$ cat config.mk
export PLATFORM = sky130hd
export DESIGN_NAME = gtg_ctrl
export DESIGN_NICKNAME = d
export VERILOG_FILES = /design/src/design/gtg_pkg.sv /design/src/design/gtg_ctrl.sv
export SDC_FILE = /design/constraint.sdc
export NUM_CORES = 1
export LEC_CHECK = 0
export BUFFER_PORTS_ARGS = -buffer_cell sky130_fd_sc_hd__buf_4
export CAP_MARGIN = 25
export CELL_PAD_IN_SITES_DETAIL_PLACEMENT = 0
export CELL_PAD_IN_SITES_GLOBAL_PLACEMENT = 2
export CORE_ASPECT_RATIO = 1.2
export CORE_MARGIN = 4
export CORE_UTILIZATION = 28
export DETAILED_ROUTE_END_ITERATION = 12
export GPL_TIMING_DRIVEN = 0
export HOLD_SLACK_MARGIN = 0.05
export PLACE_DENSITY = 0.84
export SYNTH_ARGS = -nofsm -noshare
export SYNTH_HDL_FRONTEND = slang
export SYNTH_SLANG_ARGS = --single-unit
$ cat constraint.sdc
create_clock -name i_clk -period 4.9 [get_ports i_clk]
set_input_delay 0.98 -clock i_clk [delete_from_list [all_inputs] [get_ports i_clk]]
set_output_delay 0.98 -clock i_clk [all_outputs]
set_load 0.01 [all_outputs]
$ cat src/design/gtg_pkg.sv
package gtg_pkg;

    // Register map of the configuration port
    localparam int CFG_IDX_W  = 8;
    localparam int CFG_DATA_W = 32;

    localparam logic [CFG_IDX_W-1:0] CFG_GOAL_RADIUS  = 8'd0;
    localparam logic [CFG_IDX_W-1:0] CFG_CRUISE_SPEED = 8'd1;
    localparam logic [CFG_IDX_W-1:0] CFG_HEADING_GAIN = 8'd2;
    localparam logic [CFG_IDX_W-1:0] CFG_TURN_LIMIT   = 8'd3;

    // Register reset values: 0.20 m, 0.25 m/s, gain 1.5, 1.0 rad/s
    localparam logic [30:0] GOAL_RADIUS_RST  = 31'd13107;
    localparam logic [14:0] CRUISE_SPEED_RST = 15'd1024;
    localparam logic [14:0] HEADING_GAIN_RST = 15'd6144;
    localparam logic [14:0] TURN_LIMIT_RST   = 15'd4096;

    // Request kinds
    localparam logic REQ_GOAL = 1'b0;
    localparam logic REQ_POSE = 1'b1;

    // CORDIC
    localparam int CORDIC_ITERATIONS_DEF = 16;
    localparam int CORDIC_MAX_STEPS      = 24;
    localparam int ITER_W                = $clog2(CORDIC_MAX_STEPS);
    localparam int CORDIC_W              = 36;

    // atan(2^-i) with a full circle of 2^32
    localparam logic [31:0] CORDIC_ANGLES [CORDIC_MAX_STEPS] = '{
        32'd536870912, 32'd316933406, 32'd167458907, 32'd85004756,
        32'd42667331,  32'd21354465,  32'd10680094,  32'd5340245,
        32'd2670163,   32'd1335087,   32'd667544,    32'd333772,
        32'd166886,    32'd83443,     32'd41721,     32'd20860,
        32'd10430,     32'd5215,      32'd2607,      32'd1303,
        32'd651,       32'd325,       32'd162,       32'd81
    };

    localparam logic [31:0] Z_QUARTER       = 32'h4000_0000;
    localparam logic [31:0] Z_THREE_QUARTER = 32'hC000_0000;

    // pi in Q2.29
    localparam logic [30:0] PI_Q29 = 31'd1686629713;

    localparam int MUL_W  = 33;
    localparam int PROD_W = 2 * MUL_W;
    localparam int RATE_SHIFT = 44;

    typedef enum logic [3:0] {
        ST_IDLE,
        ST_DIFF,
        ST_SQ_DX,
        ST_SQ_DY,
        ST_SQ_R,
        ST_COMPARE,
        ST_ROTATE,
        ST_ERROR,
        ST_GAIN,
        ST_SCALE,
        ST_DONE
    } t_state;

    typedef enum logic [3:0] {
        OP_NONE,
        OP_DIFF,
        OP_SQ_DX,
        OP_SQ_DY,
        OP_SQ_R,
        OP_COMPARE,
        OP_ROTATE,
        OP_ERROR,
        OP_GAIN,
        OP_SCALE
    } t_op;

    typedef struct packed {
        logic              req_type;
        logic signed [31:0] goal_x;
        logic signed [31:0] goal_y;
        logic              path_empty;
        logic signed [31:0] robot_x;
        logic signed [31:0] robot_y;
        logic signed [15:0] robot_heading;
    } t_item;

    typedef struct packed {
        logic [14:0]        linear_speed;
        logic signed [15:0] angular_rate;
        logic               goal_reached;
    } t_result;

    typedef struct packed {
        logic                  valid;
        logic [CFG_IDX_W-1:0]  index;
        logic [CFG_DATA_W-1:0] data;
    } t_cfg_req;

    typedef struct packed {
        logic              accept;
        t_op               op;
        logic [ITER_W-1:0] iter;
        logic              out_load;
    } t_cmd;

    typedef struct packed {
        logic gives_result;
        logic reached;
        logic out_free;
    } t_status;

endpackage

$ cat src/design/gtg_ctrl.sv
module gtg_ctrl #(
    parameter int CORDIC_ITERATIONS = gtg_pkg::CORDIC_ITERATIONS_DEF
) (
    input  logic             i_clk,
    input  logic             i_rst_n,
    input  logic             i_in_valid,
    output logic             o_in_ready,
    input  gtg_pkg::t_status i_status,
    output gtg_pkg::t_cmd    o_cmd
);
    import gtg_pkg::*;

    localparam logic [ITER_W-1:0] LastIter = ITER_W'(CORDIC_ITERATIONS - 1);

    t_state            r_state, n_state;
    logic [ITER_W-1:0] r_iter, n_iter;

    always_ff @(posedge i_clk) begin
        if (!i_rst_n) begin
            r_state <= ST_IDLE;
            r_iter  <= '0;
        end else begin
            r_state <= n_state;
            r_iter  <= n_iter;
        end
    end

    always_comb begin
        n_state        = r_state;
        n_iter         = r_iter;
        o_in_ready     = 1'b0;
        o_cmd.accept   = 1'b0;
        o_cmd.op       = OP_NONE;
        o_cmd.iter     = r_iter;
        o_cmd.out_load = 1'b0;
        case (r_state)
            ST_IDLE: begin
                o_in_ready = 1'b1;
                if (i_in_valid) begin
                    o_cmd.accept = 1'b1;
                    if (i_status.gives_result) begin
                        n_state = ST_DIFF;
                    end
                end
            end
            ST_DIFF: begin
                o_cmd.op = OP_DIFF;
                n_state  = ST_SQ_DX;
            end
            ST_SQ_DX: begin
                o_cmd.op = OP_SQ_DX;
                n_state  = ST_SQ_DY;
            end
            ST_SQ_DY: begin
                o_cmd.op = OP_SQ_DY;
                n_state  = ST_SQ_R;
            end
            ST_SQ_R: begin
                o_cmd.op = OP_SQ_R;
                n_state  = ST_COMPARE;
            end
            ST_COMPARE: begin
                o_cmd.op = OP_COMPARE;
                n_iter   = '0;
                n_state  = i_status.reached ? ST_DONE : ST_ROTATE;
            end
            ST_ROTATE: begin
                o_cmd.op = OP_ROTATE;
                if (r_iter == LastIter) begin
                    n_state = ST_ERROR;
                end else begin
                    n_iter = r_iter + 1'b1;
                end
            end
            ST_ERROR: begin
                o_cmd.op = OP_ERROR;
                n_state  = ST_GAIN;
            end
            ST_GAIN: begin
                o_cmd.op = OP_GAIN;
                n_state  = ST_SCALE;
            end
            ST_SCALE: begin
                o_cmd.op = OP_SCALE;
                n_state  = ST_DONE;
            end
            ST_DONE: begin
                if (i_status.out_free) begin
                    o_cmd.out_load = 1'b1;
                    n_state        = ST_IDLE;
                end
            end
            default: begin
                n_state = ST_IDLE;
            end
        endcase
    end

endmodule

# [Word level (Yosys, flattened, before mapping)]
# Cells that the tools add are included.
[word_totals] ff_bits=9 word_cells=37 out_inout_bits=12
[op_classes] reduce_logical=4 eq_ne=16 n_addsub=1 n_mux=14
[ops] operator="$pmux 4 s11" count=1
[ops] operator="$pmux 4 s9" count=1
[ops] operator="$mux 4" count=5
[ops] operator="$eq 4x3->1 const B" count=4
[ops] operator="$eq 4x4->1 const B" count=3
[ops] operator="$ne 2x2->1 const B" count=5
[ops] operator="$pmux 5 s2" count=1
[ops] operator="$eq 4x2->1 const B" count=2
[ops] operator="$add 5x1->5 const B" count=1
[ops] operator="$eq 5x4->1 const B" count=1
[ops] operator="$mux 1" count=5
[ops] operator="$mux 5" count=1
[ops] operator="$eq 4x1->1 const B" count=1
[ops] operator="$logic_not 4->1" count=1
[ops] operator="$reduce_and 4->1" count=1
[ops] operator="$reduce_and 2->1" count=1
[ops] operator="$reduce_bool 2->1" count=1

# [Longest topological paths before layout]
# Gate-level depths: netlist of run 1.
[depth] depth_word=3 ltp_mapped=7 depth_no_buf=7

# [Worst setup path before layout of run 1]
# OpenSTA, ideal clock, no wires.
[synth_timing] kind="input -> output" from="input i_status[0] (netlist bit)" to="output o_cmd[0] (netlist bit)" arrival_ns=1.213 setup_slack_ns=2.707 stages=2 path_buffers=0 path_cell_list="nand3_1 > nor2_1"
[synth_lines] item="start, declared" line_no="gtg_ctrl.sv:8" text="input gtg_pkg::t_status i_status,"
[synth_lines] item="end, declared" line_no="gtg_ctrl.sv:9" text="output gtg_pkg::t_cmd o_cmd"

==> flow_summary.json, run 1 <==
{
  "status": "complete, no violations",
  "grt_max_degree": 11,
  "finalCritPeriodShare_pct": 49.99,
  "grt-ovfl-total": 0,
  "syn_area_sq_um": 555.5,
  "synth_fa_ha_area_share_pct": 4.505,
  "ys_seq_elements": 9,
  "final_common_cell": "buf_4",
  "yosysWarnings": 0,
  "tns_ns": 0,
  "yosysUniqueCellTypes": 34,
  "dr_total_vias": 573,
  "multi_input_area_sq_um": 336.6,
  "gp_congestion": 0.7526,
  "num_antenna_cells": 0,
  "clk_pin_slew_ns": 0.06,
  "worstMarginPinSlew_ns": 0.3749,
  "cp.arrival_ns": 1.47,
  "synthMuxAreaShare_pct": 0,
  "syn_to_final_growth_pct": 31.98,
  "syn_avg_cell_area_sq_um": 8.170,
  "ys.flop_type": "dfxtp_1",
  "placementRows": 17,
  "wl_per_cell_um": 12.40,
  "dieArea_sq_um": 2764,
  "core_area_sq_um": 1872,
  "drt_iter0_drc": 6,
  "numCtsBuffers": 3,
  "portBuffers": 17,
  "place_ws_ns": 2.542,
  "cts_resized": 0,
  "synth-simple-area-share_pct": 35.81,
  "layout.nets": 98,
  "relSlewSlack_pct": 74.36,
  "netlist_instances": 68,
  "finalCriticalPeriod_ns": 2.450,
  "regArea_sq_um": 180.2,
  "vdd.ir_drop.worst_v": 0.0001278,
  "hold_path_class": "reg2reg",
  "finalClockSkew_ns": 0.005543,
  "grt_use_total_pct": 10.28,
  "rsz0062_at_grt": "false",
  "synth_top_family_by_area": "simple AND/OR/NAND/NOR gates",
  "synth_compound_area_share_pct": 20.27,
  "fin_util_pct": 39.17,
  "die_h_um": 56.80,
  "drive_above_1_share_pct": 29.21,
  "grt_pass1_vias": 558,
  "p_leak_uw": 0.0003292,
  "hold_viol": 0,
  "synth-edff-count": 0,
  "first_pass_iters": 4,
  "synth_xor_area_share_pct": 0,
  "setup_ws_ns": 2.450,
  "cts_max_level": 1,
  "grt_antenna_before_repair": 0,
  "post_cts_buffers": 0,
  "ys_seq_area_share_pct": 32.43,
  "cp-start-kind": "flop",
  "fillers": 214,
  "drc": 0,
  "synth_fp_nets": 76,
  "initial_core_util_pct": 29.68,
  "io_pins": 18,
  "final_max_slew_viol_count": 0,
  "finalWirelength_mm": 1.339,
  "root_buffer": "clkbuf_4",
  "fin_hold_ws_ns": 0.4736,
  "worstPathRequired_ns": 3.92,
  "clock-sinks": 9,
  "maxCapViolCount": 0,
  "report.final.setup_viol": 0,
  "die_x_um": 48.66,
  "dp_hpwl_um": 977.9,
  "worstSetupPathType": "reg2out",
  "ctsLongestPathBuffers": 2,
  "synthArstFlopShare_pct": 0,
  "clk_latency_ns": 0.26,
  "cts_tree": "done",
  "vias_per_cell": 5.306,
  "endpoint_kind": "primary output",
  "most-common-layout-cells": "buf_4 (17), dfxtp_1 (9), o21ai_0 (7), nand3_1 (6), nand2_1 (5)",
  "fmax_mhz": 408.2,
  "grt_pass1_wl_mm": 2.325,
  "antenna_left": 0,
  "cellPowerDensity_nw_per_um2": 230.3,
  "cp_max_fo": 10,
  "cts_hold_buf": 0
}
==> worst max-delay path: stages (launching register included) <==
cell and delay [ns]:
dfxtp_1 0.30, clkbuf_1 0.29, nand2b_1 0.31, inv_1 0.14, buf_4 0.17
==> final timing paths <==
| kind | from | end | slack, ns | cells after the start |
|---|---|---|---|---|
| max | r_state[3] | o_cmd[8] | 2.45 | 4 |
| min | r_iter[4] | r_iter[4] | 0.47 | 2 |
| min reg2reg | r_iter[4] | r_iter[4] | 0.47 | 2 |
| max reg2reg | r_iter[0] | r_iter[3] | 2.80 | 7 |
==> kinds of logic (layout without fill, tap and decap cells) <==
| kind of cell | count (synthesis) | after routing |
|---|---|---|
| flip-flops | 9 | 9 |
| buffers and inverters | 8 | 29 |
| adder cells (fa/ha/maj) | 2 | 2 |
| AND/OR/NAND/NOR | 31 | 31 |
| AO/OA/AOI/OAI | 18 | 18 |
==> Yosys cell counts (all sizes together) (3+ instances only) <==
cell / number / share of area (%)
inv: 3 / 2.0
o21ai: 7 / 6.3
clkbuf: 3 / 2.0
nand3: 6 / 5.4
and2: 3 / 3.6
nand2: 5 / 3.4
dfxtp: 9 / 32
==> per-stage QoR <==
step                      power (uW)  cell area, sq um  std cells
after floorplan                97.67             555.5         68
after global routing           178.3             733.2        108
final                          168.9             733.2        108
after CTS                      171.1             733.2        108
after global placement         111.3             706.9        104
after detailed placement       111.0             706.9        104
==> sequential cells by signal (all words and copies together) (netlist names) <==
name,cells
r_iter,5
r_state,4
==> per-layer routing <==
| layer | GRT usage [%] | share of wire (%) | wire length, um | vias up |
|---|---|---|---|---|
| met5 | 0 | 0 | 0 | - |
| met4 | 5.769 | 1.3 | 18 | 0 |
| met3 | 3.183 | 6.6 | 89 | 4 |
| met2 | 16.42 | 45 | 599 | 19 |
| met1 | 11.94 | 47 | 632 | 257 |
| li1 | - | - | - | 293 |
==> report_power, final <==
part           internal [uW]  leakage [uW]  switching [uW]
sequential              74.8     0.0000728           0.735
combinational           16.6      0.000241            17.0
clock                   31.5     0.0000150            28.3
total                    123      0.000329            46.0
==> cell type report <==
cell class | instances | share of cell area, %
plain buffers | 5 | 3.754
clock buffers | 4 | 3.584
inverters | 3 | 1.536
multi-input cells | 51 | 45.90
flip-flops and latches | 9 | 24.57
well taps | 19 | 3.242
repair buffers | 17 | 17.41
Note: power is estimated with default switching activity, not from simulation.
==> inputs of run 2 (changes only) <==
CORE_UTILIZATION = 24   (was 28)
PLACE_DENSITY = 0.78   (was 0.84)
clock period = 2.04 ns   (was 4.9 ns; I/O delays follow)
==> run 2 against run 1 <==
- count of clock-buffer cells in the layout unchanged
- register-to-register slack worse by 2.7 ns
- global-route usage shrank 0.52 points
- critical path type unchanged
- sequential cell count did not move
- highest routed layer unchanged
- sequential power is 140% higher
- sequential share of layout area fell by 0.57 points
- clock power grew 140%
==> flow_summary.json, run 2 (synthesized netlist as in run 1, its figures left out) <==
{
  "finalClockSkew_ns": 0.007252,
  "report.final.setup_viol": 0,
  "die_x_um": 51.92,
  "antenna_left": 0,
  "fillers": 244,
  "rsz0062_at_grt": "false",
  "maxCapViolCount": 0,
  "worstPathRequired_ns": 1.63,
  "cts_max_level": 1,
  "relSlewSlack_pct": 73.53,
  "wl_per_cell_um": 11.63,
  "grt-ovfl-total": 0,
  "grt_max_degree": 11,
  "reg2reg_depth": 7,
  "vdd.ir_drop.worst_v": 0.0002453,
  "hold_viol": 0,
  "grt_antenna_before_repair": 0,
  "drc": 0,
  "endpoint_kind": "primary output",
  "finalCriticalPeriod_ns": 1.914,
  "numCtsBuffers": 3,
  "cp-start-kind": "flop",
  "cp.arrival_ns": 1.51,
  "layout.nets": 99,
  "gp_congestion": 0.7609,
  "hold_start": "i_rst_n",
  "r2r_start": "r_iter[1]",
  "grt_use_total_pct": 9.760,
  "swShare_pct": 27.04,
  "placed_area_sq_um": 720.7,
  "final_max_slew_viol_count": 0,
  "regArea_sq_um": 181.4,
  "initial_core_util_pct": 25.96,
  "grt_pass1_wl_mm": 2.277,
  "clk_latency_ns": 0.26,
  "rrSetupSlack_ns": 0.14,
  "final_common_cell": "buf_4",
  "portBuffers": 17,
  "holdPathEnd": "r_state[2]",
  "status": "complete, no violations",
  "worstSetupPathType": "reg2out",
  "reg_top3": "r_iter: 5 flops, r_state: 4 flops",
  "power.internal_uw": 296.7,
  "clock-sinks": 9,
  "root_buffer": "clkbuf_4",
  "worstMarginPinSlew_ns": 0.3871,
  "grt_pass1_vias": 521,
  "largest_reg_flops": 5,
  "cp_max_fo": 10,
  "die_h_um": 60.71,
  "vias_per_cell": 4.708,
  "fmax_mhz": 522.5,
  "finalWirelength_mm": 1.395,
  "num_antenna_cells": 0,
  "top_register": "r_iter",
  "cts_tree": "done",
  "syn_to_final_growth_pct": 36.04,
  "cellPowerDensity_nw_per_um2": 538.1,
  "placementRows": 18,
  "tns_ns": 0,
  "finalCritPeriodShare_pct": 93.82,
  "dp_hpwl_mm": 1.007,
  "p_leak_uw": 0.0003350,
  "dr_total_vias": 565,
  "comb_power_share_pct": 20.5,
  "power_frac_seq_pct": 44.6,
  "drive_above_1_share_pct": 31.11,
  "clk_pin_slew_ns": 0.06,
  "most-common-layout-cells": "buf_4 (18), dfxtp_1 (8), o21ai_0 (6), nand3_1 (6), nand2_1 (5)",
  "pwr-share-clk_pct": 34.9,
  "fin_area_sq_um": 755.7,
  "p_sw_uw": 109.9,
  "fin_hold_ws_ns": 0.4073,
  "power_uw": 406.6,
  "ctsLongestPathBuffers": 2,
  "hold_path_class": "in2reg",
  "core_area_sq_um": 2140,
  "whs_path_depth": 2,
  "cts_hold_buf": 0,
  "multi_input_area_sq_um": 336.6,
  "dieArea_sq_um": 3152,
  "timing.rr.end": "r_iter[3]",
  "first_pass_iters": 5,
  "drt_iter0_drc": 8,
  "io_pins": 18
}
run 2: worst max-delay path: stages, from the launching register on:
cell and delay, ns:
dfxtp_1 0.31, clkbuf_1 0.30, nand2b_1 0.32, inv_1 0.15, buf_4 0.17
run 2: how the worst max path moves through the flow:
stage                from        end  cells after the start  slack [ns]
6_report       r_state[3]   o_cmd[8]                      4        0.13
5_1_grt         r_iter[1]  r_iter[3]                      7       0.008
4_1_cts         r_iter[0]  r_iter[3]                      7        0.09
3_5_place_dp    r_iter[0]  r_iter[3]                      7       -0.03
3_3_place_gp    r_iter[0]  r_iter[3]                      7       -0.03
2_1_floorplan   r_iter[0]  r_iter[3]                      7        0.11
run 2: power groups by stage:
stage               Sequential [uW]  Clock (uW)  Combinational (uW)
floorplan                       185           0                49.4
global placement                185           0                82.3
detailed placement              186           0                81.3
CTS                             181         147                84.0
global route                    182         152                91.8
finish                          181         142                83.3
run 2: timing repair:
| item | CTS | global route |
|---|---|---|
| setup buffers | 1 | 0 |
| pin swaps | 1 | 0 |
| gates resized for setup | 0 | 2 |
| endpoints found under the setup margin | 1 | 1 |
run 2: cell type report:
| class | count | area share [%] |
|---|---|---|
| multi-input combinational | 51 | 44.54 |
| sequential | 9 | 24.01 |
| timing repair buffer | 18 | 17.88 |
| tap | 30 | 4.967 |
| buffer | 5 | 3.642 |
| clock buffer | 4 | 3.477 |
| inverter | 3 | 1.490 |
run 2: per-stage QoR:
step | setup WS [ns] | util, % | cells
6_report | 0.1262 | 35.32 | 120
4_1_cts | 0.09088 | 35.26 | 120
5_1_grt | 0.007525 | 35.32 | 120
2_1_floorplan | 0.1091 | - | 68
3_5_place_dp | -0.02689 | 33.68 | 115
3_3_place_gp | -0.02677 | 33.68 | 115
run 2: per-layer routing:
layer	vias to the layer above	track usage [%]	routed length, um
met5	-	0	0
met4	0	5.618	13
met3	2	1.720	98
met2	27	15.44	597
met1	245	12.46	686
li1	291	-	-
==> inputs of run 3 (changes only) <==
--- a/config.mk
+++ b/config.mk
@@ -18,2 +18,3 @@
 export PLACE_DENSITY = 0.78
+export REMOVE_ABC_BUFFERS = 1
 export SYNTH_ARGS = -nofsm -noshare
==> constraint.sdc (replaced) <==
create_clock -name i_clk -period 2.04 [get_ports i_clk]
set_input_delay 0.306 -clock i_clk [delete_from_list [all_inputs] [get_ports i_clk]]
set_output_delay 0.306 -clock i_clk [all_outputs]
set_load 0.01 [all_outputs]
==> run 3 against run 2 <==
- critical path depth is 3 higher
- first-iteration DRC count decreased by 88%
- worst hold slack got worse by 0.067 ns
- die area stayed put
- combinational power decreased by 20%
- sequential cell count stayed put
- global-route usage down 0.73 points
==> flow_summary.json, run 3 (synthesized netlist as in run 1, its figures left out) <==
{
  "status": "complete, no violations",
  "finalCriticalPeriod_ns": 1.938,
  "reg_top3": "r_iter: 5 flops, r_state: 4 flops",
  "numCtsBuffers": 3,
  "rsz0062_at_grt": "false",
  "grt_pass1_vias": 467,
  "dp_hpwl_um": 925.9,
  "grt_antenna_before_repair": 0,
  "drt_iter0_drc": 1,
  "relSlewSlack_pct": 74.59,
  "worstSetupPathType": "reg2reg",
  "cts_tree": "done",
  "placed_area_sq_um": 693.2,
  "die_x_um": 51.92,
  "core_area_sq_um": 2140,
  "final_common_cell": "buf_4",
  "fin_area_sq_um": 726.9,
  "power_uw": 400.0,
  "first_pass_iters": 2,
  "tns_ns": 0,
  "grt_pass1_wl_mm": 2.111,
  "top_register": "r_iter",
  "antenna_left": 0,
  "cp-start-kind": "flop",
  "cts_resized": 0,
  "rrSetupSlack_ns": 0.10,
  "hold_path_class": "in2reg",
  "worstMarginPinSlew_ns": 0.3716,
  "syn_to_final_growth_pct": 30.86,
  "setup_ws_ns": 0.1018,
  "worstPathRequired_ns": 2.23,
  "cp.arrival_ns": 2.13,
  "clock-sinks": 9,
  "grt_use_met2_pct": 13.82,
  "dieArea_sq_um": 3152,
  "gp_congestion": 0.7104,
  "vias_per_cell": 4.661,
  "place_ws_ns": -0.01090,
  "final_max_slew_viol_count": 0,
  "cts_hold_buf": 0,
  "drive_above_1_share_pct": 29.41,
  "dr_total_vias": 536,
  "grt_max_degree": 13,
  "critPathMaxStageDelay_ns": 0.40,
  "layout.nets": 94,
  "cp.buffers_inverters": 0,
  "finalCritPeriodShare_pct": 95.01,
  "p_leak_uw": 0.0003194,
  "vdd.ir_drop.worst_v": 0.0002338,
  "root_buffer": "clkbuf_4",
  "portBuffers": 17,
  "drc": 0,
  "grtUsageMet3_pct": 1.474,
  "grt_use_total_pct": 9.026,
  "busiest_layer": "met2",
  "hold_viol": 0,
  "path_delay_family": "simple AND/OR/NAND/NOR gates",
  "fmax_mhz": 516.0,
  "slowest_stage": "or4_1",
  "finalWirelength_mm": 1.295,
  "placementRows": 18,
  "io_pins": 18,
  "met1_usage_pct": 11.64,
  "num_antenna_cells": 0,
  "ctsLongestPathBuffers": 2,
  "cellPowerDensity_nw_per_um2": 550.2,
  "most-common-layout-cells": "buf_4 (18), dfxtp_1 (9), o21ai_0 (7), nand3_1 (6), nand2_1 (5)",
  "initial_core_util_pct": 25.96,
  "report.final.setup_viol": 0,
  "cts_max_level": 1,
  "finalClockSkew_ns": 0.008987,
  "wl_per_cell_um": 11.26,
  "crit_path_frequent_cell": "ha_1",
  "die_h_um": 60.71,
  "grt-ovfl-total": 0,
  "crit_chain": "ha_1, and3_1, ha_1, nor3b_4, nand4_1, or4_1, a21boi_1",
  "fin_hold_ws_ns": 0.3405,
  "largest_reg_flops": 5,
  "clk_pin_slew_ns": 0.07,
  "cp_max_fo": 6,
  "maxCapViolCount": 0,
  "clk_latency_ns": 0.26,
  "endpoint_kind": "flop"
}
[run 3: path summary, 6_finish.rpt]
| kind | cells past startpoint | to | start |
|---|---|---|---|
| max | 7 | r_iter[3] | r_iter[0] |
| max reg2reg | 7 | r_iter[3] | r_iter[0] |
| min | 2 | r_state[3] | i_rst_n |
| min reg2reg | 2 | r_iter[4] | r_iter[4] |
[run 3: power breakdown]
part	switching, uW	internal (uW)
logic	29.8	36.9
clock network	67.2	75.4
registers	10.8	180
[run 3: worst register-to-register path: stages, from the launching register on]
cell	delay [ns]
dfxtp_1	0.36
ha_1	0.25
and3_1	0.19
ha_1	0.22
nor3b_4	0.22
nand4_1	0.11
or4_1	0.40
a21boi_1	0.12
[run 3: cell type report]
class / instances / area, sq um
Timing Repair Buffer: 18 / 135.1
Multi-Input combinational cell: 51 / 336.6
Tap cell: 30 / 37.54
Sequential cell: 9 / 180.2
Fill cell: 231 / 1413
Clock buffer: 4 / 26.28
Inverter: 3 / 11.26
[run 3: per-stage QoR]
| stage | util (%) | instances |
|---|---|---|
| after CTS | 33.98 | 115 |
| after global placement | 32.40 | 110 |
| after floorplan | - | 63 |
| after global routing | 33.98 | 115 |
| after detailed placement | 32.40 | 110 |
| final | 33.98 | 115 |
[run 3: timing repair]
| item | CTS | global route |
|---|---|---|
| setup endpoints to repair | 1 | 0 |
| endpoints found under the hold margin | 0 | 0 |
| buffers inserted | 1 | 0 |
[run 3: layer usage]
layer	part of all wire, %	vias up
met2	46	7
met3	3.2	2
met1	49	244
li1	-	283
met4	1.5	0
met5	0	-
